--- config.mk ---
export PLATFORM = sky130hd
export DESIGN_NAME = weather_service_packet_decoder_unit
export DESIGN_NICKNAME = d
export VERILOG_FILES = /design/src/rtl/core/wspd_pkg.sv /design/src/rtl/core/wspd_gather.sv /design/src/rtl/core/wspd_convert.sv /design/src/rtl/core/weather_service_packet_decoder_unit.sv
export SDC_FILE = /design/constraint.sdc
export NUM_CORES = 1
export LEC_CHECK = 0
export ABC_AREA = 1
export BUFFER_PORTS_ARGS = -buffer_cell sky130_fd_sc_hd__buf_2
export CORE_UTILIZATION = 54
export CTS_CLUSTER_SIZE = 14
export DETAILED_ROUTE_END_ITERATION = 8
export GPL_TIMING_DRIVEN = 0
export PLACE_DENSITY_LB_ADDON = 0.2
export SYNTH_ARGS = -nofsm -noshare
export SYNTH_HDL_FRONTEND = slang
export SYNTH_SLANG_ARGS = --single-unit
--- constraint.sdc ---
create_clock -name clk -period 6.9 [get_ports clk]
set_input_delay 0.345 -clock clk [delete_from_list [all_inputs] [get_ports clk]]
set_output_delay 0.345 -clock clk [all_outputs]
set_load 0.03 [all_outputs]
--- src/rtl/core/wspd_pkg.sv ---
// Package for the weather service packet decoder.
// Holds the header bit positions, the conversion constants and the packet type
// shared by the byte gatherer and the result converter. Depends on nothing.
package wspd_pkg;

    // Header bit positions.
    localparam int HdrGatewayBit = 7;
    localparam int HdrTempBit    = 6;
    localparam int HdrWindBit    = 5;
    localparam int HdrHumBit     = 4;
    localparam int HdrPressBit   = 3;
    localparam int HdrExtBit     = 0;

    // Field-complete flag positions.
    localparam int FlagTemp  = 0;
    localparam int FlagWind  = 1;
    localparam int FlagHum   = 2;
    localparam int FlagPress = 3;

    localparam int CoordBytes = 6;
    localparam int WindBytes  = 3;
    localparam int PressBytes = 2;

    // Heading is floor(b * 5760 / 255) = floor(b * 384 / 17). It is computed as
    // (b * 384 * ceil(2^24 / 17)) >> 24, which is exact for every byte value.
    localparam logic [28:0] HeadingMul   = 29'd378968064;
    localparam int          HeadingShift = 24;
    localparam int          HeadingWidth = 13;

    localparam logic [9:0]  HumidityMax  = 10'd1000;
    localparam logic [16:0] PressureBase = 17'd43000;

    typedef struct packed {
        logic        gateway;
        logic [3:0]  flags;
        logic [7:0]  temp;
        logic [23:0] wind;
        logic [7:0]  hum;
        logic [15:0] press;
        logic [47:0] coord;
    } packet_t;

    // Speed and gusts: low seven bits, times five when bit 7 is set.
    function automatic logic [9:0] speed_units(logic [7:0] b);
        logic [9:0] low;
        low = {3'b000, b[6:0]};
        return b[7] ? ((low << 2) + low) : low;
    endfunction

endpackage

--- src/rtl/core/wspd_gather.sv ---
// Byte gatherer for the weather service packet decoder.
// Tracks the byte position, sorts each byte into its field and hands a finished
// packet to the converter. Depends on wspd_pkg.
module wspd_gather
(
    input  logic                 clk,
    input  logic                 rst_n,
    input  logic                 item_valid,
    output logic                 item_stall,
    input  logic [7:0]           data_byte,
    input  logic                 end_of_packet,
    output logic                 pkt_valid,
    input  logic                 pkt_take,
    output wspd_pkg::packet_t    pkt
);

    logic [4:0]  pos_reg, pos_next;
    logic [7:0]  hdr_reg, hdr_next;
    logic [47:0] coord_reg, coord_next;
    logic [7:0]  temp_reg, temp_next;
    logic [23:0] wind_reg, wind_next;
    logic [7:0]  hum_reg, hum_next;
    logic [15:0] press_reg, press_next;
    logic [3:0]  flags_reg, flags_next;
    logic        pkt_valid_reg, pkt_valid_next;
    wspd_pkg::packet_t pkt_reg, pkt_next;

    logic        accept;
    logic [5:0]  pos6;
    logic [5:0]  coord_lo, temp_lo, wind_lo, hum_lo, press_lo;
    logic [5:0]  coord_diff, wind_diff, press_diff;
    logic        coord_hit, temp_hit, wind_hit, hum_hit, press_hit;

    assign item_stall = pkt_valid_reg && !pkt_take;
    assign accept     = item_valid && !item_stall;
    assign pkt_valid  = pkt_valid_reg;
    assign pkt        = pkt_reg;

    // Start position of each region, given which fields the header announces.
    always_comb
    begin
        pos6     = {1'b0, pos_reg};
        coord_lo = 6'd1 + {5'b0, hdr_reg[wspd_pkg::HdrExtBit]};
        temp_lo  = 6'd7 + {5'b0, hdr_reg[wspd_pkg::HdrExtBit]};
        wind_lo  = temp_lo + {5'b0, hdr_reg[wspd_pkg::HdrTempBit]};
        hum_lo   = wind_lo + (hdr_reg[wspd_pkg::HdrWindBit] ? 6'd3 : 6'd0);
        press_lo = hum_lo + {5'b0, hdr_reg[wspd_pkg::HdrHumBit]};

        coord_diff = pos6 - coord_lo;
        wind_diff  = pos6 - wind_lo;
        press_diff = pos6 - press_lo;

        coord_hit = (pos_reg != 5'd0) && (pos6 >= coord_lo) && (coord_diff < 6'd6);
        temp_hit  = hdr_reg[wspd_pkg::HdrTempBit] && (pos6 == temp_lo);
        wind_hit  = hdr_reg[wspd_pkg::HdrWindBit] && (pos6 >= wind_lo)
                    && (wind_diff < 6'd3);
        hum_hit   = hdr_reg[wspd_pkg::HdrHumBit] && (pos6 == hum_lo);
        press_hit = hdr_reg[wspd_pkg::HdrPressBit] && (pos6 >= press_lo)
                    && (press_diff < 6'd2);
    end

    always_comb
    begin
        hdr_next   = (pos_reg == 5'd0) ? data_byte : hdr_reg;
        coord_next = coord_reg;
        temp_next  = temp_reg;
        wind_next  = wind_reg;
        hum_next   = hum_reg;
        press_next = press_reg;
        flags_next = flags_reg;
        pos_next   = (&pos_reg) ? pos_reg : pos_reg + 5'd1;

        for (int i = 0; i < wspd_pkg::CoordBytes; i++)
        begin
            if (coord_hit && coord_diff[2:0] == 3'(i))
            begin
                coord_next[8*i +: 8] = coord_reg[8*i +: 8] | data_byte;
            end
        end
        if (temp_hit)
        begin
            temp_next                    = data_byte;
            flags_next[wspd_pkg::FlagTemp] = 1'b1;
        end
        for (int i = 0; i < wspd_pkg::WindBytes; i++)
        begin
            if (wind_hit && wind_diff[1:0] == 2'(i))
            begin
                wind_next[8*i +: 8] = wind_reg[8*i +: 8] | data_byte;
            end
        end
        if (wind_hit && wind_diff[1:0] == 2'(wspd_pkg::WindBytes - 1))
        begin
            flags_next[wspd_pkg::FlagWind] = 1'b1;
        end
        if (hum_hit)
        begin
            hum_next                      = data_byte;
            flags_next[wspd_pkg::FlagHum] = 1'b1;
        end
        for (int i = 0; i < wspd_pkg::PressBytes; i++)
        begin
            if (press_hit && press_diff[0] == 1'(i))
            begin
                press_next[8*i +: 8] = press_reg[8*i +: 8] | data_byte;
            end
        end
        if (press_hit && press_diff[0] == 1'(wspd_pkg::PressBytes - 1))
        begin
            flags_next[wspd_pkg::FlagPress] = 1'b1;
        end

        pkt_next.gateway = hdr_next[wspd_pkg::HdrGatewayBit];
        pkt_next.flags   = flags_next;
        pkt_next.temp    = temp_next;
        pkt_next.wind    = wind_next;
        pkt_next.hum     = hum_next;
        pkt_next.press   = press_next;
        pkt_next.coord   = coord_next;

        if (accept && end_of_packet)
        begin
            pkt_valid_next = 1'b1;
        end
        else if (pkt_take)
        begin
            pkt_valid_next = 1'b0;
        end
        else
        begin
            pkt_valid_next = pkt_valid_reg;
        end
    end

    // The last byte of a packet returns the gathering state to zero.
    always_ff @(posedge clk or negedge rst_n)
    begin
        if (!rst_n)
        begin
            pos_reg       <= '0;
            hdr_reg       <= '0;
            coord_reg     <= '0;
            temp_reg      <= '0;
            wind_reg      <= '0;
            hum_reg       <= '0;
            press_reg     <= '0;
            flags_reg     <= '0;
            pkt_valid_reg <= 1'b0;
        end
        else
        begin
            pkt_valid_reg <= pkt_valid_next;
            if (accept)
            begin
                if (end_of_packet)
                begin
                    pos_reg   <= '0;
                    hdr_reg   <= '0;
                    coord_reg <= '0;
                    temp_reg  <= '0;
                    wind_reg  <= '0;
                    hum_reg   <= '0;
                    press_reg <= '0;
                    flags_reg <= '0;
                end
                else
                begin
                    pos_reg   <= pos_next;
                    hdr_reg   <= hdr_next;
                    coord_reg <= coord_next;
                    temp_reg  <= temp_next;
                    wind_reg  <= wind_next;
                    hum_reg   <= hum_next;
                    press_reg <= press_next;
                    flags_reg <= flags_next;
                end
            end
        end
    end

    always_ff @(posedge clk)
    begin
        if (accept && end_of_packet)
        begin
            pkt_reg <= pkt_next;
        end
    end

endmodule

--- src/rtl/core/wspd_convert.sv ---
// Result converter for the weather service packet decoder.
// Turns a gathered packet into fixed-point fields and holds them in the result
// register. Depends on wspd_pkg.
module wspd_convert
(
    input  logic                 clk,
    input  logic                 rst_n,
    input  logic                 pkt_valid,
    output logic                 pkt_take,
    input  wspd_pkg::packet_t    pkt,
    output logic                 result_valid,
    input  logic                 result_stall,
    output logic                 from_gateway,
    output logic                 temperature_valid,
    output logic signed [7:0]    temperature_half_deg,
    output logic                 wind_valid,
    output logic [12:0]          wind_direction,
    output logic [9:0]           wind_velocity,
    output logic [9:0]           gust_velocity,
    output logic                 humidity_valid,
    output logic [9:0]           humidity_permille,
    output logic                 pressure_valid,
    output logic [16:0]          pressure_pa,
    output logic [47:0]          coordinates_raw
);

    logic        result_valid_reg, result_valid_next;
    logic        gateway_reg, gateway_next;
    logic [3:0]  flags_reg, flags_next;
    logic [7:0]  temp_reg, temp_next;
    logic [12:0] heading_reg, heading_next;
    logic [9:0]  speed_reg, speed_next;
    logic [9:0]  gusts_reg, gusts_next;
    logic [9:0]  hum_reg, hum_next;
    logic [16:0] press_reg, press_next;
    logic [47:0] coord_reg, coord_next;

    logic        load;
    logic [36:0] heading_prod;
    logic [9:0]  hum_x4;

    assign load     = pkt_valid && (!result_valid_reg || !result_stall);
    assign pkt_take = load;

    always_comb
    begin
        heading_prod = 37'(pkt.wind[7:0]) * 37'(wspd_pkg::HeadingMul);
        hum_x4       = {pkt.hum, 2'b00};

        gateway_next = pkt.gateway;
        flags_next   = pkt.flags;
        coord_next   = pkt.coord;
        temp_next    = '0;
        heading_next = '0;
        speed_next   = '0;
        gusts_next   = '0;
        hum_next     = '0;
        press_next   = '0;

        if (pkt.flags[wspd_pkg::FlagTemp])
        begin
            temp_next = pkt.temp;
        end
        if (pkt.flags[wspd_pkg::FlagWind])
        begin
            heading_next = heading_prod[wspd_pkg::HeadingShift +: wspd_pkg::HeadingWidth];
            speed_next   = wspd_pkg::speed_units(pkt.wind[15:8]);
            gusts_next   = wspd_pkg::speed_units(pkt.wind[23:16]);
        end
        if (pkt.flags[wspd_pkg::FlagHum])
        begin
            hum_next = (hum_x4 > wspd_pkg::HumidityMax) ? wspd_pkg::HumidityMax : hum_x4;
        end
        if (pkt.flags[wspd_pkg::FlagPress])
        begin
            press_next = 17'(pkt.press) + wspd_pkg::PressureBase;
        end

        if (load)
        begin
            result_valid_next = 1'b1;
        end
        else if (!result_stall)
        begin
            result_valid_next = 1'b0;
        end
        else
        begin
            result_valid_next = result_valid_reg;
        end
    end

    always_ff @(posedge clk or negedge rst_n)
    begin
        if (!rst_n)
        begin
            result_valid_reg <= 1'b0;
        end
        else
        begin
            result_valid_reg <= result_valid_next;
        end
    end

    always_ff @(posedge clk)
    begin
        if (load)
        begin
            gateway_reg <= gateway_next;
            flags_reg   <= flags_next;
            temp_reg    <= temp_next;
            heading_reg <= heading_next;
            speed_reg   <= speed_next;
            gusts_reg   <= gusts_next;
            hum_reg     <= hum_next;
            press_reg   <= press_next;
            coord_reg   <= coord_next;
        end
    end

    assign result_valid         = result_valid_reg;
    assign from_gateway         = gateway_reg;
    assign temperature_valid    = flags_reg[wspd_pkg::FlagTemp];
    assign temperature_half_deg = signed'(temp_reg);
    assign wind_valid           = flags_reg[wspd_pkg::FlagWind];
    assign wind_direction       = heading_reg;
    assign wind_velocity        = speed_reg;
    assign gust_velocity        = gusts_reg;
    assign humidity_valid       = flags_reg[wspd_pkg::FlagHum];
    assign humidity_permille    = hum_reg;
    assign pressure_valid       = flags_reg[wspd_pkg::FlagPress];
    assign pressure_pa          = press_reg;
    assign coordinates_raw      = coord_reg;

endmodule

--- src/rtl/core/weather_service_packet_decoder_unit.sv ---
// Weather service packet decoder: one payload byte per cycle, one result per packet.
// Throughput is one byte every cycle; a byte is stalled only while a finished
// packet waits in the packet register behind a stalled result register.
// When the last byte of a packet is accepted the packet register loads it, and the result
// register takes it from there once that register is empty or its result is not stalled.
// Reset is asynchronous, active low, and clears the byte position, the gathered
// fields and both valid flags.
module weather_service_packet_decoder_unit
(
    input  logic                 clk,
    input  logic                 rst_n,
    input  logic                 item_valid,
    output logic                 item_stall,
    input  logic [7:0]           data_byte,
    input  logic                 end_of_packet,
    output logic                 result_valid,
    input  logic                 result_stall,
    output logic                 from_gateway,
    output logic                 temperature_valid,
    output logic signed [7:0]    temperature_half_deg,
    output logic                 wind_valid,
    output logic [12:0]          wind_direction,
    output logic [9:0]           wind_velocity,
    output logic [9:0]           gust_velocity,
    output logic                 humidity_valid,
    output logic [9:0]           humidity_permille,
    output logic                 pressure_valid,
    output logic [16:0]          pressure_pa,
    output logic [47:0]          coordinates_raw
);

    logic              pkt_valid;
    logic              pkt_take;
    wspd_pkg::packet_t pkt;

    wspd_gather u_gather
    (
        .clk           (clk),
        .rst_n         (rst_n),
        .item_valid    (item_valid),
        .item_stall    (item_stall),
        .data_byte     (data_byte),
        .end_of_packet (end_of_packet),
        .pkt_valid     (pkt_valid),
        .pkt_take      (pkt_take),
        .pkt           (pkt)
    );

    wspd_convert u_convert
    (
        .clk                  (clk),
        .rst_n                (rst_n),
        .pkt_valid            (pkt_valid),
        .pkt_take             (pkt_take),
        .pkt                  (pkt),
        .result_valid         (result_valid),
        .result_stall         (result_stall),
        .from_gateway         (from_gateway),
        .temperature_valid    (temperature_valid),
        .temperature_half_deg (temperature_half_deg),
        .wind_valid           (wind_valid),
        .wind_direction       (wind_direction),
        .wind_velocity        (wind_velocity),
        .gust_velocity        (gust_velocity),
        .humidity_valid       (humidity_valid),
        .humidity_permille    (humidity_permille),
        .pressure_valid       (pressure_valid),
        .pressure_pa          (pressure_pa),
        .coordinates_raw      (coordinates_raw)
    );

endmodule

# Word level (Yosys, flattened, before mapping)
# Cells that the tools add are included.
# W data, S select, Z words.
[classes]
muxes = 35
n_eq_ne = 11
bitwise_logic = 13
n_addsub = 12
n_reduce_logical = 40
n_lt_le_gt_ge = 7
n_mul = 1
[ops]
columns = ["cell", "count"]
rows = [
  ["$mux W8", 17],
  ["$or A8 B8 Y8", 11],
  ["$mux W48", 1],
  ["$mul A8 B18 Y26 const B", 1],
  ["$mux W24", 1],
  ["$logic_and A1 B1 Y1", 23],
  ["$add A9 B7 Y10", 2],
  ["$ge A5 B6 Y1", 3],
  ["$sub A5 B6 Y6", 3],
  ["$add A16 B16 Y17 const B", 1],
  ["$mux W16", 1],
  ["$mux W7", 2],
  ["$add A6 B1 Y6", 2],
  ["$eq A5 B6 Y1", 2],
  ["$lt A6 B2 Y1 const B", 2],
  ["$gt A10 B10 Y1 const B", 1],
  ["$mux W10", 1],
  ["$mux W5", 2],
  ["$mux W1", 8],
  ["$reduce_and A2 Y1", 4],
  ["$add A6 B6 Y6", 1],
  ["$eq A3 B2 Y1 const B", 2],
  ["$eq A3 B3 Y1 const B", 2],
  ["$lt A6 B3 Y1 const B", 1],
  ["20 further kinds", 25],
]
[totals]
word_cells = 149
in_bits = 13
regBits = 353

# Logic depth before layout (Yosys ltp)
[logic_depth]
word_depth = 10
depth_mapped = 20

# Modules after synthesis
# Synthesis repeated with hierarchy kept, for this count alone.
[hier_totals]
hier_cells = 1764
area_unflattened_um2 = 17501.8
[by_module_without_submodules]
columns = ["mod", "seq_area_each_um2", "cells_per_inst", "area_each_um2", "n_inst"]
rows = [
  ["wspd_gather", 6276.0, 1025, 10208.5, 1],
  ["wspd_convert", 3598.5, 739, 7293.2, 1],
]

# Worst setup path before layout
# Ideal clock, no wire load.
[synth_timing]
path_type = "flip-flop to flip-flop"
start = "register u_convert.result_valid_reg (netlist: u_convert.result_valid)"
end = "register u_gather.pos_reg[0]"
period_less_slack_ns = 6.631
setup_ns = 0.083
path_buffers = 2
stages_incl_launch_ff = 12
required_ns = 6.817
path_slack_ns = 0.269
t_arrival_ns = 6.548
path_cell_list = "dfrtp_1 -> nand2_1 -> inv_1 -> nand2_1 -> nand2_2 -> nor2_1 -> inv_1 -> buf_2 -> buf_1 -> nand2_1 -> nand3_1 -> o21ai_0"
[synth_between]
elab_chain_len = 8
[synth_rtl]
columns = ["element", "line", "source"]
rows = [
  ["start, declared", "wspd_convert.sv:27", "logic result_valid_reg, result_valid_next;"],
  ["start signal, assigned", "wspd_convert.sv:101", "result_valid_reg <= result_valid_next;"],
  ["$logic_not A1 Y1", "wspd_convert.sv:42", "assign load = pkt_valid && (!result_valid_reg || !result_stall);"],
  ["$logic_or A1 B1 Y1", "wspd_convert.sv:42", ""],
  ["$logic_and A1 B1 Y1", "wspd_convert.sv:42", ""],
  ["$logic_not A1 Y1", "wspd_gather.sv:34", "assign item_stall = pkt_valid_reg && !pkt_take;"],
  ["$logic_and A1 B1 Y1", "wspd_gather.sv:34", ""],
  ["$logic_not A1 Y1", "wspd_gather.sv:35", "assign accept = item_valid && !item_stall;"],
  ["$logic_and A1 B1 Y1", "wspd_gather.sv:35", ""],
  ["$reduce_and A2 Y1 (no line)", "n/a", ""],
  ["end signal, assigned", "wspd_gather.sv:168", "pos_reg <= pos_next;"],
  ["end, declared", "wspd_gather.sv:17", "logic [4:0] pos_reg, pos_next;"],
]
# No other way between the ends.
# A chain may end at the register's enable or synchronous reset.

# Worst setup path in the final report
[layout_timing]
start = "register u_gather.pkt_reg (netlist bit u_gather.pkt[78])"
end = "register u_convert.heading_reg[7] (netlist: u_convert.wind_direction[7]) (data pin)"
[layout_between]
elab_chain_len = 1
[layout_rtl]
columns = ["element", "line", "source"]
rows = [
  ["start, declared", "wspd_gather.sv:26", "wspd_pkg::packet_t pkt_reg, pkt_next;"],
  ["start signal, assigned", "wspd_gather.sv:185", "pkt_reg <= pkt_next;"],
  ["$mul A8 B18 Y26", "wspd_convert.sv:47", "heading_prod = 37'(pkt.wind[7:0]) * 37'(wspd_pkg::HeadingMul);"],
  ["end signal, assigned", "wspd_convert.sv:112", "heading_reg <= heading_next;"],
  ["end, declared", "wspd_convert.sv:31", "logic [12:0] heading_reg, heading_next;"],
]
# No other way between the ends.

==> impl_metrics.toml <==
[sta]
worstMarginPinSlew_ns = 0.989
finalHoldViolCount = 0
grt_setup_unrepaired = "false"
final-setup-viol-count = 0
fin_crit_ns = 4.23
finClkSkew_ns = 0.0200
max_freq_mhz = 236
worst_slack_ns = 2.67
fin_crit_sh = 0.613
slew_violations = 0
slew_headroom = 0.335

[synth]
syn_area_per_cell_um2 = 10.1
ys_seq_area_frac = 0.570
synth_ff_type = "edfxtp_1"
synth_compound_area_frac = 0.0948
synth-edff-count = 228
synth_simple_gate_area_frac = 0.149
muxShareOfSynthArea = 0
synth_area_leaders = "edfxtp_1, dfrtp_1, nand2_1"
synth_adder_area_share = 0.102
synth_top_cell_by_area = "edfxtp_1"
synth_top_cell_area_share = 0.395
synth.ff_latch_count = 349
syn_area_mm2 = 0.0173
synth_cell_type_count = 40
syn-instance-count = 1709
yosysWarnings = 0
synth_top_family_by_area = "simple AND/OR/NAND/NOR gates"
synth_xor_area_frac = 0.00853
async_flop_share = 0.347

[power]
combPwrFrac = 0.237
max-vdd-ir-drop_mv = 0.206
p_sw_frac = 0.320
seq_power_share = 0.414
p_int_mw = 3.94
power.density_mw_per_mm2 = 291
switchingPower_mw = 1.85
p_leak_nw = 9.27
power.total_mw = 5.79
p_clk_frac = 0.349

[clocking]
cts_resized = 0
cts_root_buf = "clkbuf_16"
clk_latency_ns = 0.53
cts_tree = "yes"
h-tree-depth = 2
cts_sinks = 349
cts_made_buffers = 38
clockBufferDepth = 3
clk_pin_slew_worst_paths_ns = 0.06

[critical_path]
slowest_stage = "fa_1"
cp-startpoint = "u_gather.pkt[78]"
cp.required_ns = 7.17
worstSetupStartpointType = "flop"
critPathMaxStageDelay_ns = 0.57
worstPathCellList = "inv_1 -> ha_1 -> fa_1 -> fa_1 -> fa_1 -> inv_1 -> ha_1 -> nand2_1 -> nor2_1 -> inv_1 -> nor2_1 -> nand4_1 -> nand3_1 -> nand2_1 -> nand2_1 -> nor2_1"
arrival_ns = 4.50
crit_fanout = 5
cp_top_family = "adder cells"
cp_num_cells = 16
r2r_cells = 16
end_kind = "flop"
worstSetupPathType = "reg2reg"
regToRegSetupSlack_ns = 2.67
rr_startpoint = "u_gather.pkt[78]"
critPathBufInv = 3
r2r_end = "u_convert.wind_direction[7]"
critPathCapture = "u_convert.wind_direction[7]"

[place]
place_congestion = 0.915
io_buffers = 125
dp_worst_setup_slack_ns = 2.72
dp_hpwl_um = 26900

[run_status]
status = "finished, final reports clean"

[drt]
drcViolationCount = 0
dr.pass1.iters = 7
vias_per_cell = 5.40
ant_nets = 0
drt-total-wl_um = 37800
drt_iter0_drc = 932
wire_per_inst_um = 16.3
vias = 12500

[finish]
largest_reg_flops = 109
n_fill_cell = 2529
fin_nets = 2017
seqCellArea_mm2 = 0.00987
drive_gt1_frac = 0.120
multi_input_area_mm2 = 0.00614
diodes = 0
area_delta_synth_final_pct = 14.9

[floorplan]
die_height_um = 181
ios = 136
rows = 65
start_util = 0.549
core_mm2 = 0.0316
die_area_mm2 = 0.0328
die_w_um = 181

[grt]
grt_remaining_overflow = 0
grt_first_pass_wirelength_um = 61400
grt_start_max_net_pins = 67
track_usage = 0.234
antenna_found_initial = 0
grt_pass1_vias = 12200

[min_path]
holdCritPathClass = "in2reg"

[job]
drv_cap = 0
-- worst register-to-register path: cells and delay by family, from the launching register on --
family / cells / cell delay, ns
flops: 1 / 0.45
simple gates: 8 / 0.98
fa+ha+maj: 5 / 2.33
buf+inv: 3 / 0.23
-- routing by layer --
layer | track usage | wire length, µm | vias up
li1 | - | - | 6075
met1 | 0.328 | 16900 | 5977
met5 | 0 | 0 | -
met4 | 0.0749 | 1000 | 0
met2 | 0.378 | 17600 | 361
met3 | 0.0347 | 2210 | 83
-- cell usage after synthesis, types with 5 or more instances --
cell      instances
a21oi_1         128
and2_1           11
buf_2            15
buf_4             5
clkbuf_1         28
dfrtp_1         121
edfxtp_1        228
fa_1             33
ha_1             88
inv_1           286
nand2_1         300
nand3_1          50
nand4_1          78
nor2_1           89
nor2b_1          23
nor3_1            7
o21ai_0         145
o21bai_1         26
o22ai_1           7
xor2_1           13
-- cell families after synthesis --
| family | count (synthesis) |
|---|---|
| compound gates | 311 |
| xor+xnor | 16 |
| fa+ha+maj | 121 |
| buf+inv | 339 |
| flops | 349 |
| other cells | 1 |
| simple gates | 572 |
-- per-stage QoR --
| step | TNS, ns | std cells | hold WS (ns) | area [µm²] | utilization |
|---|---|---|---|---|---|
| after floorplan | 0 | 1710 | 0.0494 | 17300 | - |
| after global placement | -530.61 | 2237 | 0.403 | 18400 | 0.584 |
| after detailed placement | 0 | 2244 | 0.342 | 18600 | 0.590 |
| after CTS | 0 | 2314 | 0.0374 | 19900 | 0.630 |
| after global routing | 0 | 2314 | 0.0586 | 19900 | 0.630 |
| final | 0 | 2314 | 0.0498 | 19900 | 0.630 |
-- timing repair --
| action | in CTS | in global routing |
|---|---|---|
| endpoints found under the hold margin | 55 | 0 |
| endpoints found under the setup margin | 0 | 0 |
| buffers inserted | 0 | 0 |
| hold buffers | 1 | 0 |
-- worst min-delay path by stage --
stage | startpoint | to | slack (ns) | cells after the start
detailed placement | rst_n | u_gather.coord_reg[10] | 0.34 | 1
finish | result_stall | u_convert.result_valid | 0.05 | 3
floorplan | rst_n | u_convert.result_valid | 0.05 | 0
global route | result_stall | u_convert.result_valid | 0.06 | 3
CTS | result_stall | u_convert.result_valid | 0.04 | 3
global placement | u_gather.pkt[25] | u_convert.coordinates_raw[25] | 0.40 | 0
-- layout make-up --
| cell class | count | area share |
|---|---|---|
| timing repair buffer | 133 | 0.0397 |
| tap | 402 | 0.0253 |
| sequential | 349 | 0.497 |
| clock buffer | 48 | 0.0538 |
| clock inverter | 21 | 0.00981 |
| multi-input combinational | 1022 | 0.309 |
| buffer | 51 | 0.0116 |
| inverter | 288 | 0.0544 |
-- power by group through the flow --
stage               logic, mW  registers (mW)  clock network [mW]
finish                   1.37            2.40                2.02
detailed placement       1.35            2.44                   0
CTS                      1.36            2.40                2.06
global placement         1.30            2.46                   0
global route             1.54            2.41                2.15
floorplan               0.882            2.55                   0
-- cell usage in the layout, fill, tap and decap left out, types with 13 or more instances in the layout --
cell type / instances
o21ai_0: 145
inv_1: 286
nor2b_1: 23
clkbuf_1: 31
a21oi_1: 128
edfxtp_1: 228
nand2_1: 300
nor2_1: 87
o21bai_1: 26
nand4_1: 78
dfrtp_1: 121
nand3_1: 50
fa_1: 33
clkbuf_16: 39
xor2_1: 13
ha_1: 88
buf_2: 139
No activity file was read; power rests on OpenSTA's default activity.
